File: src/fcds_pkg.sv
// Shared types and constants for the fractional clock divider search.
// Holds the input/output beat structs, the sequencer states and the
// divider and search widths. No dependencies.
package fcds_pkg;

  // Default largest denominator tried by the search
  localparam int Y_MAX_DEF = 255;

  // Divider geometry: dividend is (rate * 256) << 16, 43 bits
  localparam int RATE_W     = 19;
  localparam int PCLK_W     = 29;
  localparam int DIVIDEND_W = RATE_W + 24;
  localparam int RATIO_W    = 32;
  localparam int DIV_CNT_W  = 6;
  localparam logic [DIV_CNT_W-1:0] DIV_LAST_STEP = DIV_CNT_W'(DIVIDEND_W - 1);

  // Fractional error constants, in 1/65536 units
  localparam logic [15:0] FRAC_HALF  = 16'h8000;
  localparam logic [16:0] FRAC_ONE   = 17'h10000;
  localparam logic [15:0] ERR_START  = 16'hFFFF;

  // Input beat
  typedef struct packed {
    logic [RATE_W-1:0] sample_rate_hz;
    logic [PCLK_W-1:0] peripheral_clock_hz;
  } in_beat_t;

  // Result beat
  typedef struct packed {
    logic [7:0]  y_div;
    logic [7:0]  x_div;
    logic [15:0] rate_word;
    logic [15:0] best_error;
  } out_beat_t;

  // Top-level sequencer states
  typedef enum logic [1:0] {
    ST_IDLE,
    ST_DIV,
    ST_SEARCH,
    ST_OUT
  } seq_state_t;

endpackage

File: src/fcds_divider.sv
// Bit-serial restoring divider: one quotient bit per cycle.
// Produces the 32-bit ratio (rate*256 << 16) / peripheral clock.
// Depends on fcds_pkg.
module fcds_divider
  import fcds_pkg::*;
(
  input  logic                  clk,
  input  logic                  rst_n,
  input  logic                  start,
  input  logic [DIVIDEND_W-1:0] dividend,
  input  logic [PCLK_W-1:0]     divisor,
  output logic                  done,
  output logic [RATIO_W-1:0]    quotient
);

  logic                  busy_r, busy_nxt;
  logic                  done_r, done_nxt;
  logic [DIV_CNT_W-1:0]  cnt_r, cnt_nxt;
  logic [DIVIDEND_W-1:0] quo_r, quo_nxt;
  logic [PCLK_W-1:0]     rem_r, rem_nxt;
  logic [PCLK_W-1:0]     dvs_r, dvs_nxt;

  logic [PCLK_W:0] trial;
  logic [PCLK_W:0] diff;
  logic            fits;

  // Shift the next dividend bit into the partial remainder and try a subtract.
  // A zero divisor always fits, so the quotient saturates to all ones.
  assign trial = {rem_r, quo_r[DIVIDEND_W-1]};
  assign diff  = trial - {1'b0, dvs_r};
  assign fits  = trial >= {1'b0, dvs_r};

  always_comb begin
    busy_nxt = busy_r;
    done_nxt = 1'b0;
    cnt_nxt  = cnt_r;
    quo_nxt  = quo_r;
    rem_nxt  = rem_r;
    dvs_nxt  = dvs_r;
    if (start) begin
      busy_nxt = 1'b1;
      cnt_nxt  = '0;
      quo_nxt  = dividend;
      rem_nxt  = '0;
      dvs_nxt  = divisor;
    end else if (busy_r) begin
      quo_nxt = {quo_r[DIVIDEND_W-2:0], fits};
      rem_nxt = fits ? diff[PCLK_W-1:0] : trial[PCLK_W-1:0];
      cnt_nxt = cnt_r + 1'b1;
      // Finish after the last quotient bit
      if (cnt_r == DIV_LAST_STEP) begin
        busy_nxt = 1'b0;
        done_nxt = 1'b1;
      end
    end
  end

  // Control state
  always_ff @(posedge clk) begin
    if (!rst_n) begin
      busy_r <= 1'b0;
      done_r <= 1'b0;
      cnt_r  <= '0;
    end else begin
      busy_r <= busy_nxt;
      done_r <= done_nxt;
      cnt_r  <= cnt_nxt;
    end
  end

  // Datapath
  always_ff @(posedge clk) begin
    quo_r <= quo_nxt;
    rem_r <= rem_nxt;
    dvs_r <= dvs_nxt;
  end

  // Keep only the low 32 bits of the quotient
  assign done     = done_r;
  assign quotient = quo_r[RATIO_W-1:0];

endmodule

File: src/fcds_search.sv
// Denominator search: walks Y from Y_MAX down to 1, one Y per cycle, stopping early on an exact fit.
// Y*ratio is kept as a running product and stepped down by one subtract.
// Depends on fcds_pkg.
module fcds_search
  import fcds_pkg::*;
#(
  parameter int Y_MAX = Y_MAX_DEF
)(
  input  logic               clk,
  input  logic               rst_n,
  input  logic               start,
  input  logic [RATIO_W-1:0] ratio,
  output logic               done,
  output out_beat_t          result
);

  localparam logic [7:0] Y_TOP = 8'(Y_MAX);

  logic               run_r, run_nxt;
  logic               done_r, done_nxt;
  logic [7:0]         y_r, y_nxt;
  logic [RATIO_W-1:0] prod_r, prod_nxt;
  logic [RATIO_W-1:0] ratio_r, ratio_nxt;
  logic [15:0]        best_r, best_nxt;
  logic [7:0]         by_r, by_nxt;
  logic [7:0]         bx_r, bx_nxt;

  logic [39:0]        start_prod;
  logic [15:0]        frac;
  logic [15:0]        err;
  logic               better;
  logic               hit;

  // Starting product Y_MAX * ratio, wrapped to 32 bits
  assign start_prod = 40'(ratio) * 40'(Y_TOP);

  // Distance of the fraction from the nearest integer
  assign frac   = prod_r[15:0];
  assign err    = (frac > FRAC_HALF) ? 16'(FRAC_ONE - 17'(frac)) : frac;
  assign hit    = (err == '0);
  assign better = (err < best_r);

  always_comb begin
    run_nxt   = run_r;
    done_nxt  = 1'b0;
    y_nxt     = y_r;
    prod_nxt  = prod_r;
    ratio_nxt = ratio_r;
    best_nxt  = best_r;
    by_nxt    = by_r;
    bx_nxt    = bx_r;
    if (start) begin
      run_nxt   = 1'b1;
      y_nxt     = Y_TOP;
      prod_nxt  = start_prod[RATIO_W-1:0];
      ratio_nxt = ratio;
      best_nxt  = ERR_START;
      by_nxt    = '0;
      bx_nxt    = '0;
    end else if (run_r) begin
      // Keep a strictly better candidate; round X up when the fraction is half or more
      if (better) begin
        best_nxt = err;
        by_nxt   = y_r;
        bx_nxt   = prod_r[23:16] + {7'b0, frac[15]};
      end
      // Advance to the next denominator
      y_nxt    = y_r - 1'b1;
      prod_nxt = prod_r - ratio_r;
      // Stop on an exact fit or after Y = 1
      if (hit || (y_r == 8'd1)) begin
        run_nxt  = 1'b0;
        done_nxt = 1'b1;
      end
    end
  end

  // Control state
  always_ff @(posedge clk) begin
    if (!rst_n) begin
      run_r  <= 1'b0;
      done_r <= 1'b0;
    end else begin
      run_r  <= run_nxt;
      done_r <= done_nxt;
    end
  end

  // Datapath
  always_ff @(posedge clk) begin
    y_r     <= y_nxt;
    prod_r  <= prod_nxt;
    ratio_r <= ratio_nxt;
    best_r  <= best_nxt;
    by_r    <= by_nxt;
    bx_r    <= bx_nxt;
  end

  // Pack the best candidate
  assign done              = done_r;
  assign result.y_div      = by_r;
  assign result.x_div      = bx_r;
  assign result.rate_word  = {bx_r, by_r};
  assign result.best_error = best_r;

endmodule

File: src/fractional_clock_divider_search.sv
// Top level of the fractional clock divider search.
// Sequences the serial divider and the denominator search; holds the result beat.
// Depends on fcds_pkg, fcds_divider and fcds_search.

// One beat in gives one result beat: the X/Y fractional divider settings whose
// ratio best matches 256 times the sample rate over the peripheral clock. The
// block works on one beat at a time and drops in_ready until the result has been
// taken. Once a beat is taken, the bit-serial divider forms the 16.16 ratio and
// its registered done strobe starts the search, which tries denominators from
// Y_MAX down to the first exact fit or to 1. The search done strobe loads the
// result register and out_valid rises. in_ready returns in the cycle after the
// result beat is taken.
module fractional_clock_divider_search
  import fcds_pkg::*;
#(
  parameter int Y_MAX = Y_MAX_DEF
)(
  input  logic      clk,
  input  logic      rst_n,
  input  logic      in_valid,
  output logic      in_ready,
  input  in_beat_t  in_data,
  output logic      out_valid,
  input  logic      out_ready,
  output out_beat_t out_data
);

  seq_state_t state_r, state_nxt;
  out_beat_t  out_r, out_nxt;

  logic                  div_start;
  logic                  div_done;
  logic [RATIO_W-1:0]    ratio;
  logic [DIVIDEND_W-1:0] dividend;
  logic                  srch_done;
  out_beat_t             srch_result;

  // Master clock is rate * 256, shifted up 16 for the 16.16 ratio
  assign dividend  = {in_data.sample_rate_hz, 24'h0};
  assign div_start = in_valid && in_ready;

  fcds_divider u_divider (
    .clk      (clk),
    .rst_n    (rst_n),
    .start    (div_start),
    .dividend (dividend),
    .divisor  (in_data.peripheral_clock_hz),
    .done     (div_done),
    .quotient (ratio)
  );

  fcds_search #(
    .Y_MAX (Y_MAX)
  ) u_search (
    .clk    (clk),
    .rst_n  (rst_n),
    .start  (div_done),
    .ratio  (ratio),
    .done   (srch_done),
    .result (srch_result)
  );

  // Sequencer: next state and handshake outputs
  always_comb begin
    state_nxt = state_r;
    out_nxt   = out_r;
    in_ready  = 1'b0;
    out_valid = 1'b0;
    case (state_r)
      ST_IDLE: begin
        in_ready = 1'b1;
        if (in_valid) begin
          state_nxt = ST_DIV;
        end
      end
      ST_DIV: begin
        if (div_done) begin
          state_nxt = ST_SEARCH;
        end
      end
      ST_SEARCH: begin
        if (srch_done) begin
          out_nxt   = srch_result;
          state_nxt = ST_OUT;
        end
      end
      ST_OUT: begin
        out_valid = 1'b1;
        if (out_ready) begin
          state_nxt = ST_IDLE;
        end
      end
      default: begin
        state_nxt = ST_IDLE;
      end
    endcase
  end

  always_ff @(posedge clk) begin
    if (!rst_n) begin
      state_r <= ST_IDLE;
    end else begin
      state_r <= state_nxt;
    end
  end

  // Hold the result beat until taken
  always_ff @(posedge clk) begin
    out_r <= out_nxt;
  end

  assign out_data = out_r;

endmodule
File: config.mk
export PLATFORM = sky130hd
export DESIGN_NAME = fractional_clock_divider_search
export DESIGN_NICKNAME = d
export VERILOG_FILES = /design/src/fcds_pkg.sv /design/src/fcds_divider.sv /design/src/fcds_search.sv /design/src/fractional_clock_divider_search.sv
export SDC_FILE = /design/constraint.sdc
export NUM_CORES = 1
export LEC_CHECK = 0
export ABC_AREA = 1
export BUFFER_PORTS_ARGS = -buffer_cell sky130_fd_sc_hd__buf_2
export CAP_MARGIN = 20
export CORE_MARGIN = 2
export CORE_UTILIZATION = 45
export DETAILED_ROUTE_END_ITERATION = 10
export PLACE_DENSITY = 0.68
export SYNTH_ARGS = -nofsm -noshare
export SYNTH_HDL_FRONTEND = slang
export SYNTH_HIERARCHICAL = 1
export SYNTH_SLANG_ARGS = --single-unit
File: constraint.sdc
create_clock -name clk -period 5.9 [get_ports clk]
set_clock_uncertainty 0.05 [all_clocks]
set_input_delay 0.885 -clock clk [delete_from_list [all_inputs] [get_ports clk]]
set_output_delay 0.885 -clock clk [all_outputs]
set_load 0.01 [all_outputs]
; Word-level counts from Yosys, hierarchy flattened
; Cells that the tools add are included.
[word_totals]
reg_bits = 265
latchBits = 0
mem_bits_rw = 0
rom_bits = 0
inputBits = 52
output_inout_bits = 50
word_cells = 75
mem_count = 0
[classes]
addsub = 6
multipliers = 1
div_mod_pow = 0
n_lt_le_gt_ge = 3
eq_ne = 9
n_shift = 0
muxes = 21
n_bitwise = 3
reduce_logical = 12
[ops]
columns = op, n
row1 = two-way mux 43 bit, 2
row2 = two-way mux 32 bit, 2
row3 = "multiplier 32 x 8 -> 32 bit, second input constant", 1
row4 = subtractor 32 bit, 1
row5 = >= comparator 30 x 29 -> 1 bit, 1
row6 = two-way mux 29 bit, 1
row7 = subtractor 29 bit, 1
row8 = "> comparator 16 bit, second input constant", 1
row9 = zero test 16 bit, 1
row10 = < comparator 16 bit, 1
row11 = two-way mux 16 bit, 1
row12 = "subtractor 1 x 16 -> 16 bit, first input constant", 1
row13 = two-way mux 1 bit, 10
row14 = adder 8 x 1 -> 8 bit, 1
row15 = "== test 8 x 1 -> 1 bit, second input constant", 1
row16 = two-way mux 2 bit, 4
row17 = one-hot mux 2 bit (4 select lines), 1
row18 = "subtractor 8 x 1 -> 8 bit, second input constant", 1
row19 = "adder 6 x 1 -> 6 bit, second input constant", 1
row20 = "== test 6 bit, second input constant", 1
row21 = OR reduction 3 bit, 2
row22 = "== test 2 bit, second input constant", 2
row23 = "inequality test 2 x 1 -> 1 bit, second input constant", 2
row24 = "inequality test 2 bit, second input constant", 2
row25 = other kinds (9), 13

; Logic depth before layout (Yosys ltp)
[depth]
word_depth = 7
ltp_mapped = 20
ltp_nobuf = 19

; Modules after synthesis
; The synthesis kept the hierarchy.
[by_module_without_submodules]
columns = module, instances, cells_per_inst, area_per_inst_um2, seq_area_each_um2
row1 = fcds_search, 1, 1222, 9510.4, 2282.2
row2 = fcds_divider, 1, 973, 6850.3, 2902.8
row3 = fractional_clock_divider_search, 1, 83, 1664.1, 1481.4

; Worst setup path after synthesis
; No wires, ideal clock.
[synth_path]
path_kind = register -> register
from = register u_divider.quo_r[6]
to = register u_search.prod_r[11] (data pin)
setup_ns = 0.259
arrival_ns = 4.246
required_time_ns = 5.591
path_slack_ns = 1.345
path_stages_with_launch = 17
path_buffers = 1
synth_period_minus_slack_ns = 4.555
cell_sequence = edfxtp_1 > buf_4 > inv_1 > fa_1 > fa_1 > inv_1 > fa_1 > inv_1 > fa_1 > inv_1 > ha_1 > a21oi_1 > a21boi_1 > o21ai_0 > o21ai_0 > a21oi_1 > or2_1
[synth_between]
elab_chain_len = 2
[synth_lines]
columns = element, line
row1 = "start, declared", fcds_divider.sv:19  ; logic [DIVIDEND_W-1:0] quo_r, quo_nxt;
row2 = "start signal, assigned", fcds_divider.sv:73  ; quo_r <= quo_nxt;
row3 = multiplier 32 x 8 -> 32 bit, fcds_search.sv:35  ; assign start_prod = 40'(ratio) * 40'(Y_TOP);
row4 = two-way mux 32 bit, fcds_search.sv:52  ; if (start) begin
row5 = via u_search.prod_nxt[11], fcds_search.sv:22  ; logic [RATIO_W-1:0] prod_r, prod_nxt;
row6 = "end signal, assigned", fcds_search.sv:92  ; prod_r <= prod_nxt;
row7 = "end, declared", fcds_search.sv:22
; The timed path passes the listed nets, and every way through them passes these cells.
; A chain may end at the register's enable or synchronous reset.

; Worst setup path after layout
[layout_path]
from = register u_divider.quo_r[5]
to = register u_search.prod_r[11] (data pin)
; Same word-level chain as after synthesis.

==> metrics.txt <==
endpoints failing hold=0; ant diodes=0; Root Driver=clkbuf_16; Slew Limit Fails=0; Final ANT Viol Nets=0; area delta synth->final=10.1%; worst reg-to-reg setup slack=1060 ps; crit share post-route=0.820; Setup TNS Final=0 ps; CTS tree=built; layout cells sized above 1=0.0800; Netlist Area Pre-Place=18,000 um2; DR vias=14,300; hold_sp=u_search/by_r[3]$_SDFFE_PP0P_; CP Class=reg2reg; CTS Hold Buffers Added=0; DRT iter0 DRCs=958; Clk pin slew, worst setup/hold paths=60 ps; Non-Filler Instances=2,899; Ports=102; first-pass detailed-route iteration total=9; WHS Path Cells=0; clock buffer depth=3; Critical path origin=u_divider/quo_r[5]$_DFFE_PP_; # nets final=2,606; fill cell count=3,801; Core Area=39,500 um2; CP Max Fanout=5; run status=finished, final reports clean; gp weighted congestion=0.951; HPWL Detailed=32,100 um; Synth Warn #=6; vias per cell=4.92; global-route wire length before repair=68,500 um; die area=41,500 um2; postcts setup bufs=0; Syn Inst Count=2,270; Min Hold Slack=404 ps; maxcap violations=0; design area=19,800 um2; All-Layer GR Usage=0.202; CP Launch Type=flop; wire per inst=14.2 um; WL final=41,100 um; r2r endpoint=u_search/prod_r[11]$_DFFE_PP_; Hold/Removal Path Class=reg2reg; chip width=204 um; Max Fclk=207 MHz; post-CTS sizing=0; Final setup violation count=0; R2R cell count=15; critical path endpoint category=flop; initial antenna violation count=0; CTS H-tree depth=1; Clock Latency Late Sink=570 ps; post-placement cell area=18,800 um2; die height=204 um; hold worst-path end=out_data[19]$_DFFE_PP_; Slew @ Worst Pin=1010 ps; gr ovfl total=0; Multi-input gate area=9350 um2; largest net degree at the start of global routing=79; cell row count=73; reg-to-reg critical path startpoint=u_divider/quo_r[5]$_DFFE_PP_; CTS Sinks=249; vias in the first global route=14,000; syn avg cell area=7.91 um2; Initial Util=0.454; Worst EP required=6180 ps; register area=6670 um2; normalized max-slew margin=0.324; dpl cells=2,845; Critical Path AT=5110 ps; DRC viols=0; total CTS buffers=29; port bufs=101; Final min period=4840 ps; RSZ-0062 raised after global routing=false
worst max-delay path: stages (launching register included):
cell and delay [ps]:
edfxtp_1 410, inv_1 260, fa_1 540, fa_1 560, inv_1 50, fa_1 520
inv_1 50, fa_1 520, inv_1 40, ha_1 350, a21oi_1 220, a21boi_1 360
o21ai_0 200, o21ai_0 170, a21oi_1 50, or2_1 220
layout make-up:
class	count	share of cell area
inverters	409	0.0776
clock buffers	39	0.0417
flip-flops and latches	249	0.337
well taps	525	0.0332
multi-input cells	1552	0.473
repair buffers	110	0.0290
clock inverters	15	0.00829
state kept, by name, indices dropped and copies added, names as in the netlist:
name and flops:
out_data 48, state_r 2, u_divider/busy_r 1, u_divider/cnt_r 6, u_divider/done 1, u_divider/dvs_r 29
u_divider/quo_r 43, u_divider/rem_r 29, u_search/best_r 16, u_search/bx_r 8, u_search/by_r 8, u_search/done 1
u_search/prod_r 24, u_search/ratio_r 24, u_search/run_r 1, u_search/y_r 8
layer usage:
layer	track usage	vias to the layer above	part of all wire
met5	0	-	0
li1	-	7296	-
met1	0.286	6573	0.48
met4	0.0516	0	0.022
met3	0.0289	55	0.054
met2	0.327	328	0.44
cells in the final DEF, fill, tap and decap left out, types with 11 or more instances in the layout:
cell type,count
a21o_1,11
a21oi_1,111
buf_2,101
clkbuf_16,30
conb_1,24
dfxtp_1,80
edfxtp_1,168
fa_1,94
ha_1,109
inv_1,403
nand2_1,655
nand3_1,102
nand4_1,43
nor2_1,186
nor3_1,13
o211ai_1,11
o21ai_0,73
xnor2_1,24
xor2_1,20
worst max path at each step:
stage,cells past startpoint,to,slack (ps)
3_5_place_dp,15,u_search/prod_r[11]$_DFFE_PP_,1080
6_report,15,u_search/prod_r[11]$_DFFE_PP_,1060
5_1_grt,18,u_search/prod_r[18]$_DFFE_PP_,720
2_1_floorplan,16,u_search/prod_r[11]$_DFFE_PP_,1350
3_3_place_gp,15,u_search/prod_r[11]$_DFFE_PP_,1120
4_1_cts,15,u_search/prod_r[11]$_DFFE_PP_,1060
stage by stage:
step | utilization | setup WS, ps
final | 0.500 | 1060
after global routing | 0.500 | 721
after CTS | 0.500 | 1060
after detailed placement | 0.475 | 1080
after global placement | 0.475 | 1120
after floorplan | - | 1350
Power is left out: the tool's default activity adds up to more than one toggle a clock period on the data nets, which glitch-free logic cannot reach.
